## config.mk

```make
export PLATFORM = sky130hd
export DESIGN_NAME = radio_frame_builder_crc16
export DESIGN_NICKNAME = d
export VERILOG_FILES = /design/src/design/rfb_pkg.sv /design/src/design/rfb_front.sv /design/src/design/rfb_fifo.sv /design/src/design/rfb_back.sv /design/src/design/radio_frame_builder_crc16.sv
export SDC_FILE = /design/constraint.sdc
export NUM_CORES = 1
export LEC_CHECK = 0
export ABC_AREA = 0
export BUFFER_PORTS_ARGS = -buffer_cell sky130_fd_sc_hd__buf_2
export CAP_MARGIN = 20
export CELL_PAD_IN_SITES_DETAIL_PLACEMENT = 1
export CELL_PAD_IN_SITES_GLOBAL_PLACEMENT = 1
export CORE_MARGIN = 5
export CORE_UTILIZATION = 25
export CTS_CLUSTER_DIAMETER = 50
export DETAILED_ROUTE_END_ITERATION = 12
export GPL_ROUTABILITY_DRIVEN = 0
export HOLD_SLACK_MARGIN = 0.12
export PLACE_DENSITY_LB_ADDON = 0.15
export SETUP_SLACK_MARGIN = 0.2
export SYNTH_ARGS = -nofsm -noshare
export SYNTH_HDL_FRONTEND = slang
export SYNTH_HIERARCHICAL = 1
export SYNTH_SLANG_ARGS = --single-unit
```

## constraint.sdc

```tcl
create_clock -name clock -period 4 [get_ports clock]
set_input_delay 1 -clock clock [delete_from_list [all_inputs] [get_ports clock]]
set_output_delay 1 -clock clock [all_outputs]
set_load 0.02 [all_outputs]
```

## src/design/rfb_pkg.sv

```systemverilog
// Shared types, constants and CRC function for the radio frame builder.
package rfb_pkg;

   // Frame geometry
   localparam int unsigned PACKET_BYTES = 128;
   localparam logic [7:0]  LEN_BYTE     = 8'(PACKET_BYTES);
   localparam int unsigned POS_W        = 8;
   localparam logic [5:0]  AMBLE_MAX    = 6'd32;

   // CRC-16 CCITT-FALSE
   localparam logic [15:0] CRC_INIT = 16'hFFFF;
   localparam logic [15:0] CRC_POLY = 16'h1021;
   localparam logic [15:0] CRC_MSB  = 16'h8000;

   // Configuration register reset values
   localparam logic [5:0] PREAMBLE_RST  = 6'd16;
   localparam logic [5:0] POSTAMBLE_RST = 6'd10;
   localparam logic [7:0] SYNC_RST      = 8'h7E;
   localparam logic [7:0] FILL_RST      = 8'hAA;

   // Configuration port
   localparam int unsigned CSR_IDX_W  = 3;
   localparam int unsigned CSR_DATA_W = 8;
   localparam logic [CSR_IDX_W-1:0] CSR_PREAMBLE  = 3'd0;
   localparam logic [CSR_IDX_W-1:0] CSR_POSTAMBLE = 3'd1;
   localparam logic [CSR_IDX_W-1:0] CSR_SYNC      = 3'd2;
   localparam logic [CSR_IDX_W-1:0] CSR_FILL      = 3'd3;

   // Queue between front and back
   localparam int unsigned FIFO_DEPTH = 4;
   localparam int unsigned FIFO_AW    = $clog2(FIFO_DEPTH);
   localparam int unsigned FIFO_CW    = $clog2(FIFO_DEPTH + 1);

   // One classified payload byte
   typedef struct packed {
      logic [7:0]  data;
      logic        first;
      logic        last;
      logic [15:0] crc;
   } rfb_entry_type;

   // Push request from front to queue
   typedef struct packed {
      logic          valid;
      rfb_entry_type entry;
   } rfb_push_type;

   // Configuration seen by the back end
   typedef struct packed {
      logic [5:0] preamble;
      logic [5:0] postamble;
      logic [7:0] sync;
      logic [7:0] fill;
   } rfb_cfg_type;

   // Back-end sequencer states
   typedef enum logic [6:0] {
      S_DATA = 7'b0000001,
      S_PRE  = 7'b0000010,
      S_SYNC = 7'b0000100,
      S_LEN  = 7'b0001000,
      S_CRCH = 7'b0010000,
      S_CRCL = 7'b0100000,
      S_POST = 7'b1000000
   } rfb_state_type;

   // Feed one byte into the CRC, MSB first
   function automatic logic [15:0] crc_feed(input logic [15:0] crc_i, input logic [7:0] b);
      logic [15:0] c;
      c = crc_i ^ {b, 8'h00};
      for (int k = 0; k < 8; k++) begin
         if ((c & CRC_MSB) != 16'h0000) begin
            c = {c[14:0], 1'b0} ^ CRC_POLY;
         end else begin
            c = {c[14:0], 1'b0};
         end
      end
      return c;
   endfunction

   // CRC after the length byte
   localparam logic [15:0] CRC_AFTER_LEN = crc_feed(CRC_INIT, LEN_BYTE);

endpackage

```

## src/design/rfb_front.sv

```systemverilog
// Front end: accepts payload bytes, tracks frame position and running CRC.
module rfb_front (
   input  logic                clock,
   input  logic                reset,
   input  logic                req_valid,
   output logic                req_ready,
   input  logic [7:0]          req_payload_byte,
   input  logic                fifo_full,
   output rfb_pkg::rfb_push_type push
);

   logic [rfb_pkg::POS_W-1:0] pos_ff, pos_in;
   logic [15:0]               crc_ff, crc_in;
   logic                      take;
   logic                      first;
   logic                      last;
   logic [15:0]               crc_base;
   logic [15:0]               crc_new;

   assign req_ready = !fifo_full;
   assign take      = req_valid && req_ready;

   // Classify the byte and update the CRC
   always_comb begin
      first    = (pos_ff == '0);
      last     = (pos_ff >= rfb_pkg::POS_W'(rfb_pkg::PACKET_BYTES - 1));
      crc_base = first ? rfb_pkg::CRC_AFTER_LEN : crc_ff;
      crc_new  = rfb_pkg::crc_feed(crc_base, req_payload_byte);
      pos_in   = pos_ff;
      crc_in   = crc_ff;
      if (take) begin
         pos_in = last ? '0 : pos_ff + 1'b1;
         crc_in = last ? rfb_pkg::CRC_INIT : crc_new;
      end
   end

   assign push.valid       = take;
   assign push.entry.data  = req_payload_byte;
   assign push.entry.first = first;
   assign push.entry.last  = last;
   assign push.entry.crc   = crc_new;

   // Hold position and CRC
   always_ff @(posedge clock) begin
      if (reset) begin
         pos_ff <= '0;
         crc_ff <= rfb_pkg::CRC_INIT;
      end else begin
         pos_ff <= pos_in;
         crc_ff <= crc_in;
      end
   end

endmodule

```

## src/design/rfb_fifo.sv

```systemverilog
// Short queue of classified payload bytes between front and back end.
module rfb_fifo (
   input  logic                   clock,
   input  logic                   reset,
   input  rfb_pkg::rfb_push_type  push,
   output logic                   full,
   output logic                   head_valid,
   output rfb_pkg::rfb_entry_type head,
   input  logic                   pop
);

   rfb_pkg::rfb_entry_type            mem_ff [rfb_pkg::FIFO_DEPTH];
   logic [rfb_pkg::FIFO_AW-1:0]       wr_ptr_ff, wr_ptr_in;
   logic [rfb_pkg::FIFO_AW-1:0]       rd_ptr_ff, rd_ptr_in;
   logic [rfb_pkg::FIFO_CW-1:0]       count_ff, count_in;
   logic                              do_pop;

   assign full       = (count_ff == rfb_pkg::FIFO_CW'(rfb_pkg::FIFO_DEPTH));
   assign head_valid = (count_ff != '0);
   assign head       = mem_ff[rd_ptr_ff];
   assign do_pop     = pop && head_valid;

   // Advance pointers and count
   always_comb begin
      wr_ptr_in = push.valid ? wr_ptr_ff + 1'b1 : wr_ptr_ff;
      rd_ptr_in = do_pop ? rd_ptr_ff + 1'b1 : rd_ptr_ff;
      count_in  = count_ff;
      if (push.valid && !do_pop) begin
         count_in = count_ff + 1'b1;
      end else if (!push.valid && do_pop) begin
         count_in = count_ff - 1'b1;
      end
   end

   always_ff @(posedge clock) begin
      if (reset) begin
         wr_ptr_ff <= '0;
         rd_ptr_ff <= '0;
         count_ff  <= '0;
      end else begin
         wr_ptr_ff <= wr_ptr_in;
         rd_ptr_ff <= rd_ptr_in;
         count_ff  <= count_in;
      end
   end

   // Store entries
   always_ff @(posedge clock) begin
      if (push.valid) begin
         mem_ff[wr_ptr_ff] <= push.entry;
      end
   end

endmodule

```

## src/design/rfb_back.sv

```systemverilog
// Back end: sequences header, payload, CRC and postamble onto the line.
module rfb_back (
   input  logic                   clock,
   input  logic                   reset,
   input  rfb_pkg::rfb_cfg_type   cfg,
   input  logic                   head_valid,
   input  rfb_pkg::rfb_entry_type head,
   output logic                   pop,
   output logic                   rsp_valid,
   input  logic                   rsp_ready,
   output logic [7:0]             rsp_line_byte,
   output logic                   rsp_frame_end
);

   rfb_pkg::rfb_state_type state_ff, state_in;
   logic [5:0]  cnt_ff, cnt_in;
   logic        hdr_done_ff, hdr_done_in;
   logic [15:0] crc_hold_ff, crc_hold_in;
   logic        rsp_valid_ff, rsp_valid_in;
   logic [7:0]  rsp_line_byte_ff, rsp_line_byte_in;
   logic        rsp_frame_end_ff, rsp_frame_end_in;

   logic        out_load;
   logic        emit;
   logic [7:0]  emit_byte;
   logic        emit_end;
   logic [5:0]  pre_eff;
   logic [5:0]  post_eff;
   logic [5:0]  cnt_next;

   // Clamp amble lengths
   assign pre_eff  = (cfg.preamble > rfb_pkg::AMBLE_MAX) ? rfb_pkg::AMBLE_MAX : cfg.preamble;
   assign post_eff = (cfg.postamble > rfb_pkg::AMBLE_MAX) ? rfb_pkg::AMBLE_MAX : cfg.postamble;
   assign cnt_next = cnt_ff + 6'd1;
   assign out_load = !rsp_valid_ff || rsp_ready;

   // Sequence the frame bytes
   always_comb begin
      state_in    = state_ff;
      cnt_in      = cnt_ff;
      hdr_done_in = hdr_done_ff;
      crc_hold_in = crc_hold_ff;
      emit        = 1'b0;
      emit_byte   = cfg.fill;
      emit_end    = 1'b0;
      pop         = 1'b0;
      if (out_load) begin
         case (state_ff)
            rfb_pkg::S_DATA: begin
               if (head_valid) begin
                  emit = 1'b1;
                  if (head.first && !hdr_done_ff) begin
                     if (pre_eff == '0) begin
                        emit_byte = cfg.sync;
                        state_in  = rfb_pkg::S_LEN;
                     end else begin
                        emit_byte = cfg.fill;
                        cnt_in    = 6'd1;
                        state_in  = (pre_eff == 6'd1) ? rfb_pkg::S_SYNC : rfb_pkg::S_PRE;
                     end
                  end else begin
                     emit_byte   = head.data;
                     pop         = 1'b1;
                     hdr_done_in = 1'b0;
                     if (head.last) begin
                        crc_hold_in = head.crc;
                        state_in    = rfb_pkg::S_CRCH;
                     end
                  end
               end
            end
            rfb_pkg::S_PRE: begin
               emit      = 1'b1;
               emit_byte = cfg.fill;
               cnt_in    = cnt_next;
               if (cnt_next == pre_eff) begin
                  state_in = rfb_pkg::S_SYNC;
               end
            end
            rfb_pkg::S_SYNC: begin
               emit      = 1'b1;
               emit_byte = cfg.sync;
               state_in  = rfb_pkg::S_LEN;
            end
            rfb_pkg::S_LEN: begin
               emit        = 1'b1;
               emit_byte   = rfb_pkg::LEN_BYTE;
               hdr_done_in = 1'b1;
               state_in    = rfb_pkg::S_DATA;
            end
            rfb_pkg::S_CRCH: begin
               emit      = 1'b1;
               emit_byte = crc_hold_ff[15:8];
               state_in  = rfb_pkg::S_CRCL;
            end
            rfb_pkg::S_CRCL: begin
               emit      = 1'b1;
               emit_byte = crc_hold_ff[7:0];
               emit_end  = (post_eff == '0);
               cnt_in    = '0;
               state_in  = (post_eff == '0) ? rfb_pkg::S_DATA : rfb_pkg::S_POST;
            end
            rfb_pkg::S_POST: begin
               emit      = 1'b1;
               emit_byte = cfg.fill;
               emit_end  = (cnt_next == post_eff);
               cnt_in    = cnt_next;
               if (cnt_next == post_eff) begin
                  state_in = rfb_pkg::S_DATA;
               end
            end
            default: begin
               state_in = rfb_pkg::S_DATA;
            end
         endcase
      end
   end

   // Load or drain the output register
   always_comb begin
      rsp_valid_in     = rsp_valid_ff && !rsp_ready;
      rsp_line_byte_in = rsp_line_byte_ff;
      rsp_frame_end_in = rsp_frame_end_ff;
      if (emit) begin
         rsp_valid_in     = 1'b1;
         rsp_line_byte_in = emit_byte;
         rsp_frame_end_in = emit_end;
      end
   end

   always_ff @(posedge clock) begin
      if (reset) begin
         state_ff     <= rfb_pkg::S_DATA;
         cnt_ff       <= '0;
         hdr_done_ff  <= 1'b0;
         rsp_valid_ff <= 1'b0;
      end else begin
         state_ff     <= state_in;
         cnt_ff       <= cnt_in;
         hdr_done_ff  <= hdr_done_in;
         rsp_valid_ff <= rsp_valid_in;
      end
   end

   // Payload registers
   always_ff @(posedge clock) begin
      crc_hold_ff      <= crc_hold_in;
      rsp_line_byte_ff <= rsp_line_byte_in;
      rsp_frame_end_ff <= rsp_frame_end_in;
   end

   assign rsp_valid     = rsp_valid_ff;
   assign rsp_line_byte = rsp_line_byte_ff;
   assign rsp_frame_end = rsp_frame_end_ff;

endmodule

```

## src/design/radio_frame_builder_crc16.sv

```systemverilog
// Top level of the radio frame builder: registers, front end, queue, back end.
//
//  channel  direction  handshake            payload
//  req_     in         req_valid/req_ready  req_payload_byte
//  rsp_     out        rsp_valid/rsp_ready  rsp_line_byte, rsp_frame_end
//  csr_     in         csr_wen              csr_index, csr_wdata
//
// Mid-frame the sequencer takes a payload byte from the queue whenever the output register can load; a
// first-of-frame byte follows preamble fill, sync and length, a last-of-frame byte precedes CRC and postamble.
// An accepted byte is registered in the 4-entry queue and then in the output register before the line.
// Reset is synchronous and returns to the start of a frame with default registers.
// Either side may stall independently; the queue absorbs bytes while the line waits.
module radio_frame_builder_crc16 (
   input  logic                             clock,
   input  logic                             reset,
   input  logic                             req_valid,
   output logic                             req_ready,
   input  logic [7:0]                       req_payload_byte,
   output logic                             rsp_valid,
   input  logic                             rsp_ready,
   output logic [7:0]                       rsp_line_byte,
   output logic                             rsp_frame_end,
   input  logic                             csr_wen,
   input  logic [rfb_pkg::CSR_IDX_W-1:0]    csr_index,
   input  logic [rfb_pkg::CSR_DATA_W-1:0]   csr_wdata
);

   rfb_pkg::rfb_cfg_type   cfg_ff, cfg_in;
   rfb_pkg::rfb_push_type  push;
   rfb_pkg::rfb_entry_type head;
   logic                   fifo_full;
   logic                   head_valid;
   logic                   pop;

   // Decode register writes
   always_comb begin
      cfg_in = cfg_ff;
      if (csr_wen) begin
         case (csr_index)
            rfb_pkg::CSR_PREAMBLE:  cfg_in.preamble  = csr_wdata[5:0];
            rfb_pkg::CSR_POSTAMBLE: cfg_in.postamble = csr_wdata[5:0];
            rfb_pkg::CSR_SYNC:      cfg_in.sync      = csr_wdata;
            rfb_pkg::CSR_FILL:      cfg_in.fill      = csr_wdata;
            default: begin
               cfg_in = cfg_ff;
            end
         endcase
      end
   end

   always_ff @(posedge clock) begin
      if (reset) begin
         cfg_ff.preamble  <= rfb_pkg::PREAMBLE_RST;
         cfg_ff.postamble <= rfb_pkg::POSTAMBLE_RST;
         cfg_ff.sync      <= rfb_pkg::SYNC_RST;
         cfg_ff.fill      <= rfb_pkg::FILL_RST;
      end else begin
         cfg_ff <= cfg_in;
      end
   end

   rfb_front u_front (
      .clock            (clock),
      .reset            (reset),
      .req_valid        (req_valid),
      .req_ready        (req_ready),
      .req_payload_byte (req_payload_byte),
      .fifo_full        (fifo_full),
      .push             (push)
   );

   rfb_fifo u_fifo (
      .clock      (clock),
      .reset      (reset),
      .push       (push),
      .full       (fifo_full),
      .head_valid (head_valid),
      .head       (head),
      .pop        (pop)
   );

   rfb_back u_back (
      .clock         (clock),
      .reset         (reset),
      .cfg           (cfg_ff),
      .head_valid    (head_valid),
      .head          (head),
      .pop           (pop),
      .rsp_valid     (rsp_valid),
      .rsp_ready     (rsp_ready),
      .rsp_line_byte (rsp_line_byte),
      .rsp_frame_end (rsp_frame_end)
   );

endmodule

```

==> metrics, run 1 <==
Unique masters post-synth=82; Slew Viols, Final=0; setup_tns=0 ns; number of synthesized register bits=205; CP startpoint=u_back/state_ff[2]; min Tclk post-route=3.05 ns; critical path class=reg -> reg; final non-filler cell total=1315; worst vdd ir=251 µV; Worst setup EP type=flop; final wirelength=24900 µm; final hold violations=0; antenna viol nets, final=0; max cap viols=0; WHS=0.500 ns; Final Skew=0.0205 ns; Die ar.=42900 µm²; Hold Path Class=reg -> reg; core footprint=38600 µm²; Psw=2710 µW; Pint=5560 µW; initial antenna violation count=0; Arr. time, crit path=3.44 ns; CP max FO=19; via/cell ratio=4.54; max_slew headroom=0.283; I/O pin count=35; Post-CTS Hold Buffers=0; initial detailed-routing violation count=331; hold_sp=u_front/crc_ff[5]; clk_lat worst skew=0.52 ns; static leakage=0.00408 µW; busiest layer in global routing=met2; Clock Power Share=0.353; crit start category=flop; Synth Area per Inst=13.2 µm²; register area share after synthesis=0.555; largest cells by area after synthesis=edfxtp_1, dfxtp_1, mux4_2; share of cells above drive strength 1=0.207; vias in the first global route=6485; PwrDens=720 nW/µm²; die height=207 µm; run status=finished, final reports clean; first-pass detailed-route iteration total=4; CTS Root Cell=clkbuf_16; DRC Markers=0; Yosys top cell area share=0.399; final setup vio count=0; Seq pwr share=0.364; RSZ-0062 raised after global routing=no; FF-to-FF Start=u_back/state_ff[2]; fin nets=803; slew at the pin closest to its max-slew limit=1.07 ns; H-tree levels=2; Inst Count DP=1252; Final Power=8270 µW; GRT Util Overall=0.116; Congestion Overflow GR=0; clock-pin slew on the worst setup and hold paths=0.06 ns; routed vias=5964; postcts setup bufs=0; Inserted Clock Buffers=34; Comb pwr share=0.283; ys flop type=edfxtp_1; Syn. warnings=6; Layout area overhead=18.1%; first-pass GRT wire length=39200 µm; Resize count post-CTS=0; pin count of the biggest net entering global routing=40; routed len/inst=18.9 µm; Mapped Cells=739; Critical Path RT=4.39 ns; met1 GRT Util=0.148; cell taking the most area after synthesis=edfxtp_1; area occupied by registers=5400 µm²; net count after synthesis=772; PortBufs=34; routing usage on met3=0.0300; Setup Slack @ Placement=0.905 ns; fill count=4217; clock tree buffer depth=3; Max Freq=328 MHz; die span in x=207 µm; met2 Resource Use GR=0.197; fin crit share=0.763; dpl hpwl=17400 µm; EDFF count, synth=129; cell area after synthesis=9720 µm²; Final WS setup=0.947 ns; Multi-input gate area=3970 µm²; row count=72; Clock Sinks=205; Post-synth top cells=edfxtp_1, dfxtp_1, nor2_1; count leader, synth=edfxtp_1; Async SR Flop Fraction=0; Sw Ratio=0.328; Initial Util=0.252; CTS tree=done
-- sequential cells by signal, indices dropped and copies added, names as in the netlist, 2 cells and up, named ones only --
name / count
u_fifo/rd_ptr_ff: 2
u_back/rsp_line_byte: 8
u_fifo/mem_ff: 104
cfg_ff: 28
u_fifo/wr_ptr_ff: 2
u_fifo/count_ff: 3
u_back/state_ff: 7
u_front/crc_ff: 16
u_back/crc_hold_ff: 16
u_front/pos_ff: 8
u_back/cnt_ff: 6
-- power by group through the flow --
stage	sequential, µW	combinational, µW	clock (µW)
2_1_floorplan	3000	1750	0
3_3_place_gp	3040	2350	0
6_report	3010	2340	2920
4_1_cts	3020	2410	3030
5_1_grt	3060	2590	3120
3_5_place_dp	3060	2400	0
-- worst max-delay path, cell delays in order (launching register included) --
cell     delay, ns
dfxtp_1       0.49
nor4b_1       0.45
and2_1        0.32
nand2_1       0.15
nor3_1        0.34
o31ai_1       0.20
ha_1          0.25
inv_1         0.08
fa_1          0.41
mux2i_1       0.16
nor2_1        0.06
-- metal layers --
layer | routed length (µm) | up-vias
li1 | - | 2843
met1 | 11200 | 3003
met2 | 12300 | 83
met3 | 961 | 35
met4 | 500 | 0
met5 | 0 | -
-- cells by family after synthesis --
kind of cell | Yosys count | synth area share
compound gates | 140 | 0.107
xor+xnor | 62 | 0.0729
fa+ha+maj | 9 | 0.0124
buf+inv | 64 | 0.0375
flops | 205 | 0.555
mux | 59 | 0.0965
simple gates | 200 | 0.118
-- final cells by class --
cell class | instances | area share
Inverter | 10 | 0.00327
Clock inverter | 23 | 0.0187
Tap cell | 518 | 0.0564
Multi-Input combinational cell | 470 | 0.345
Timing Repair Buffer | 49 | 0.0246
Clock buffer | 39 | 0.0813
Sequential cell | 205 | 0.470
Antenna cell | 1 | 0.000218
-- path summary, 6_finish.rpt --
| kind | endpoint | slack, ns | cells after the start |
|---|---|---|---|
| max | u_fifo/count_ff[1] | 0.95 | 10 |
| min | u_front/crc_ff[5] | 0.50 | 1 |
| max reg2reg | u_fifo/count_ff[1] | 0.95 | 10 |
| min reg2reg | u_front/crc_ff[5] | 0.50 | 1 |
-- per-stage QoR --
stage	instance area, µm²	utilization
2_1_floorplan	9720	-
3_5_place_dp	10300	0.268
3_3_place_gp	10300	0.268
5_1_grt	11500	0.298
4_1_cts	11500	0.298
6_report	11500	0.298
-- cells in the final DEF (no fill, tap or decap), drive strengths merged, types with 9 or more instances in the layout --
master  netlist  routed
xnor2        29      29
inv          10      17
edfxtp      129     129
nor2b        21      21
xor2         26      26
dfxtp        76      76
nor2         60      60
nand3         9       9
nand2b       33      33
a21oi        40      40
o21ai        21      21
buf          34      49
mux2i        33      33
mux4         26      26
a211o        13      13
clkbuf       20      39
clkinv        0      13
nand2        24      24
(Power assumes the default switching activity.)
==> run 2, diff against run 1 <==
Settings changed: ABC_AREA 0 to 1.
Clock period 4 ns to 2.5 ns, I/O delays scaled along.
==> metrics, run 2 <==
Arr. time, crit path=2.42 ns; clk_lat worst skew=0.55 ns; vias in the first global route=8025; RSZ-0062 raised after global routing=yes; Final Skew=0.0255 ns; PwrDens=1140 nW/µm²; most common cell after layout, fill and taps aside=nand2_1; slowest stage delay, CP=0.36 ns; Clock Power Share=0.356; reg2reg path depth=9; Yosys top cell area share=0.391; number of synthesized register bits=205; end of the worst hold path=cfg_ff[14]; die span in x=209 µm; Congestion Overflow GR=0; clock-pin slew on the worst setup and hold paths=0.05 ns; I/O pin count=35; max reg flops=104; Psw=4880 µW; register area share after synthesis=0.544; critical path class=reg -> reg; Async SR Flop Fraction=0; Unique masters post-synth=44; fin crit share=0.868; run status=finished, final reports clean; routed len/inst=16.6 µm; worst vdd ir=495 µV; cell taking the most area after synthesis=edfxtp_1; H-tree levels=2; number of antenna repair diodes=0; hold_sp=csr_wdata[6]; Slew Viols, Final=0; Hold Crit Depth=3; Pint=8900 µW; setup_tns=0 ns; final wirelength=28900 µm; PortBufs=34; Final WS setup=0.329 ns; final setup vio count=0; CP max FO=34; Syn. warnings=6; CTS tree=done; largest reg by FF count=u_fifo/mem_ff; largest cells by area after synthesis=edfxtp_1, dfxtp_1, nand2_1; Layout area overhead=21.6%; fin nets=1222; first-pass detailed-route iteration total=4; Synth Area per Inst=8.79 µm²; Comb pwr share=0.298; final hold violations=0; Seq pwr share=0.346; final core utilization=0.305; R2R Setup Slk=0.33 ns; share of cells above drive strength 1=0.179; Inst Count DP=1670; die height=209 µm; first-pass GRT wire length=45400 µm; fin area=12100 µm²; Hold Path Class=in -> reg; Die ar.=43700 µm²; CP Cell Sequence=inv_4, buf_4, o21ai_0, o22ai_1, nor2_1, nor2_4, nand3_2, nor2_4, clkbuf_16; Critical Path RT=2.75 ns; reg2reg end=u_back/crc_hold_ff[3]; ys flop type=edfxtp_1; net count after synthesis=1161; GRT Util Overall=0.132; Sw Ratio=0.354; cell area after synthesis=9910 µm²; commonest cells after routing, fill and taps aside=nand2_1, nor2_1, edfxtp_1, inv_1, nand3_1; Inserted Clock Buffers=36; clock tree buffer depth=3; pin count of the biggest net entering global routing=35; static leakage=0.00490 µW; routed vias=7675; initial antenna violation count=0; via/cell ratio=4.41; row count=73; Mapped Cells=1128; Worst setup EP type=flop; top flop regs=u_fifo/mem_ff x104, cfg_ff x28; max_slew headroom=0.634; min Tclk post-route=2.17 ns; slew at the pin closest to its max-slew limit=0.549 ns; Clock Sinks=205; antenna viol nets, final=0; DRC Markers=0; Post-synth top cells=nand2_1, nor2_1, edfxtp_1; final non-filler cell total=1741; CP max stage cell=dfxtp_4; EDFF count, synth=129; Initial Util=0.251; placed inst area=10700 µm²; Setup Slack @ Placement=0.147 ns; count leader, synth=nand2_1; Critical Path Most Common Cell=nor2_4; CTS Root Cell=clkbuf_16; initial detailed-routing violation count=265; crit start category=flop; Max Freq=461 MHz; core footprint=39500 µm²; dpl hpwl=20200 µm; max cap viols=0
-- run 2: cell types whose count changed after synthesis, sizes merged, moves of 26 or more --
| cell | before | now |
|---|---|---|
| nand2 | 24 | 280 |
| o21ai | 21 | 83 |
| nand3 | 9 | 94 |
| nand2b | 33 | 0 |
| mux4 | 26 | 0 |
| o22ai | 1 | 27 |
| xnor2 | 29 | 0 |
| inv | 10 | 116 |
| nor2 | 60 | 157 |
| mux2i | 33 | 0 |
-- run 2: worst max-delay path by stage --
stage,from,cells after the start,end
floorplan,flop,16,u_fifo/count_ff[1]
global placement,u_back/state_ff[6],13,u_fifo/count_ff[1]
detailed placement,u_back/state_ff[6],13,u_fifo/count_ff[1]
CTS,flop,17,u_fifo/count_ff[2]
global route,flop,18,u_fifo/count_ff[2]
finish,flop,9,u_back/crc_hold_ff[3]
-- run 2: layer usage --
layer | part of all wire | routed length [µm] | vias to the layer above | GRT usage
li1 | - | - | 3902 | -
met1 | 0.47 | 13700 | 3657 | 0.171
met2 | 0.47 | 13600 | 80 | 0.220
met3 | 0.033 | 959 | 36 | 0.0290
met4 | 0.023 | 653 | 0 | 0.0398
met5 | 0 | 0 | - | 0
-- run 2: per-stage QoR --
step,power [µW],hold slack (ns)
final,13800,0.337
after CTS,14000,0.311
after detailed placement,8880,0.456
after global routing,14700,0.328
after floorplan,7560,0.431
after global placement,8830,0.452
-- run 2: power by group through the flow --
stage / Clock (µW) / Sequential [µW] / Combinational [µW]
finish: 4910 / 4770 / 4110
global route: 5240 / 4830 / 4640
CTS: 5090 / 4770 / 4090
detailed placement: 0 / 4840 / 4050
global placement: 0 / 4830 / 4010
floorplan: 0 / 4880 / 2680
-- run 2: cell families after synthesis --
family / synth area share
and+or+nand+nor: 0.268
DFF: 0.544
AOI/OAI and AO/OA: 0.0928
buffers and inverters: 0.0765
adders and majority gates: 0.0121
xor gates and xnor gates: 0.00619
-- run 2: area by class of cell --
type / count / area (µm²)
Clock buffer: 40 / 926
Clock inverter: 25 / 283
Fill cell: 4634 / 27400
Inverter: 117 / 442
Multi-Input combinational cell: 762 / 3840
Sequential cell: 205 / 5400
Tap cell: 525 / 657
Timing Repair Buffer: 67 / 498
-- run 2: repair_timing --
item | in CTS | in global routing
resized for setup | 4 | 12
buffers inserted | 1 | 3
endpoints found under the setup margin | 15 | 54
pin swaps | 0 | 4
hold buffers | 0 | 0
gates cloned | 0 | 2
-- run 2: critical path, delay by kind of cell, from the launching register on --
family / cells / cell delay [ns]
buffers and inverters: 3 / 0.59
and+or+nand+nor: 4 / 0.55
DFF: 1 / 0.36
AOI/OAI and AO/OA: 2 / 0.36
==> run 3, diff against run 2 <==
Settings changed: CORE_MARGIN 5 to not set.
==> metrics, run 3 (synthesis gave the netlist of run 2 again) <==
run status=finished, final reports clean; max_slew headroom=0.624; number of antenna repair diodes=0; I/O pin count=35; Congestion Overflow GR=0; H-tree levels=2; RSZ-0062 raised after global routing=no; antenna viol nets, final=0; Final Skew=0.0302 ns; max reg flops=104; via/cell ratio=4.49; Final Power=13800 µW; Worst setup EP type=flop; Slew Viols, Final=0; static leakage=0.00490 µW; worst vdd ir=448 µV; reg2reg end=u_fifo/count_ff[1]; PwrDens=1150 nW/µm²; vias in the first global route=8071; Setup Slack @ Placement=0.184 ns; Arr. time, crit path=2.60 ns; PortBufs=34; final hold violations=0; crit start category=flop; fin crit share=0.864; initial detailed-routing violation count=241; final wirelength=28700 µm; Clock Sinks=205; Initial Util=0.255; final core utilization=0.311; Inserted Clock Buffers=36; Comb pwr share=0.297; most common cell after layout, fill and taps aside=nand2_1; Final WS setup=0.340 ns; clk_lat worst skew=0.56 ns; clock-pin slew on the worst setup and hold paths=0.06 ns; final setup vio count=0; CTS tree=done; Hold Crit Depth=1; fill count=4491; Hold Path Class=in -> reg; clock tree buffer depth=3; Layout area overhead=21.8%; initial antenna violation count=0; Die ar.=40400 µm²; max cap viols=0; first-pass GRT wire length=45300 µm; share of cells above drive strength 1=0.179; largest reg by FF count=u_fifo/mem_ff; Clock Power Share=0.357; slew at the pin closest to its max-slew limit=0.564 ns; end of the worst hold path=u_fifo/mem_ff[0][18]; commonest cells after routing, fill and taps aside=nand2_1, nor2_1, edfxtp_1, inv_1, nand3_1; die span in x=201 µm; top flop regs=u_fifo/mem_ff x104, cfg_ff x28; Psw=4960 µW; critical path class=reg -> reg; core footprint=38800 µm²; routed vias=7789; setup_tns=0 ns; first-pass detailed-route iteration total=4; dpl hpwl=19900 µm; min Tclk post-route=2.16 ns; R2R Setup Slk=0.34 ns; CTS Root Cell=clkbuf_16; Pint=8890 µW; Seq pwr share=0.345; row count=72; FF-to-FF Start=u_fifo/mem_ff[2][17]; Inst Count DP=1662; reg2reg path depth=13; CP max FO=4; Sw Ratio=0.358; final non-filler cell total=1733; Critical Path RT=2.94 ns; hold_sp=req_payload_byte[0]; GRT Util Overall=0.145; Max Freq=463 MHz; pin count of the biggest net entering global routing=51; routed len/inst=16.5 µm; fin nets=1221; DRC Markers=0; Post-CTS Hold Buffers=0; die height=201 µm
==> run 3: changes by cell type in the layout (fill, tap and decap cells not counted), moves of 2 or more <==
| cell | before | now |
|---|---|---|
| clkinvlp_4 | 5 | 3 |
| o21ai_2 | 1 | 3 |
| inv_6 | 6 | 3 |
| clkbuf_1 | 3 | 5 |
| clkinv_16 | 0 | 2 |
| o21ai_1 | 25 | 23 |
| clkinv_1 | 1 | 3 |
==> run 3: power by group through the flow <==
stage	clock network, µW	registers (µW)	logic [µW]
floorplan	0	4880	2680
global placement	0	4840	4040
detailed placement	0	4850	4070
CTS	5090	4790	4090
global route	5200	4850	4650
finish	4950	4780	4120
==> run 3: stage by stage <==
stage               hold WS, ns  area, µm²
floorplan                 0.431       9930
global placement          0.448      10700
detailed placement        0.460      10700
CTS                       0.305      11900
global route              0.339      12100
finish                    0.330      12100
==> run 3: critical path, stage by stage (launching register included) <==
cell and delay (ns):
edfxtp_1 0.39, o21ai_2 0.14, o22ai_2 0.12, nand2_2 0.08, inv_2 0.05, nor2_4 0.11
inv_4 0.06, nor3_4 0.16, nand2_2 0.13, ha_4 0.18, inv_2 0.06, fa_1 0.40
o21ai_1 0.13, nor2_1 0.05
==> run 3: how the worst max path moves through the flow <==
stage                         startpoint                 endpoint  slack [ns]  cells past startpoint
floorplan                           flop       u_fifo/count_ff[1]        0.12                     16
global placement               rsp_ready       u_fifo/count_ff[2]        0.22                     14
detailed placement    u_back/state_ff[6]       u_fifo/count_ff[1]        0.18                     13
CTS                                 flop    u_back/crc_hold_ff[7]        0.21                      9
global route          u_back/state_ff[1]  u_back/rsp_line_byte[1]        0.19                     10
finish              u_fifo/mem_ff[2][17]       u_fifo/count_ff[1]        0.34                     13
==> run 3: final cells by class <==
cell class | count | area (µm²) | area share
multi-input combinational | 762 | 3860 | 0.320
sequential | 205 | 5410 | 0.448
inverter | 117 | 448 | 0.0371
clock inverter | 23 | 292 | 0.0242
clock buffer | 42 | 933 | 0.0773
timing repair buffer | 66 | 477 | 0.0395
tap | 518 | 648 | 0.0537
==> run 3: layer usage <==
metal,GRT usage,part of all wire,vias to the layer above
met5,0,0,-
met4,0.0529,0.023,0
met3,0.0266,0.033,43
met2,0.240,0.47,93
met1,0.188,0.47,3755
li1,-,-,3898
==> run 3: timing repair <==
action | CTS | global route
setup buffers | 0 | 5
endpoints found under the setup margin | 1 | 54
pin swaps | 0 | 5
gates resized for setup | 2 | 22
gates cloned | 0 | 1
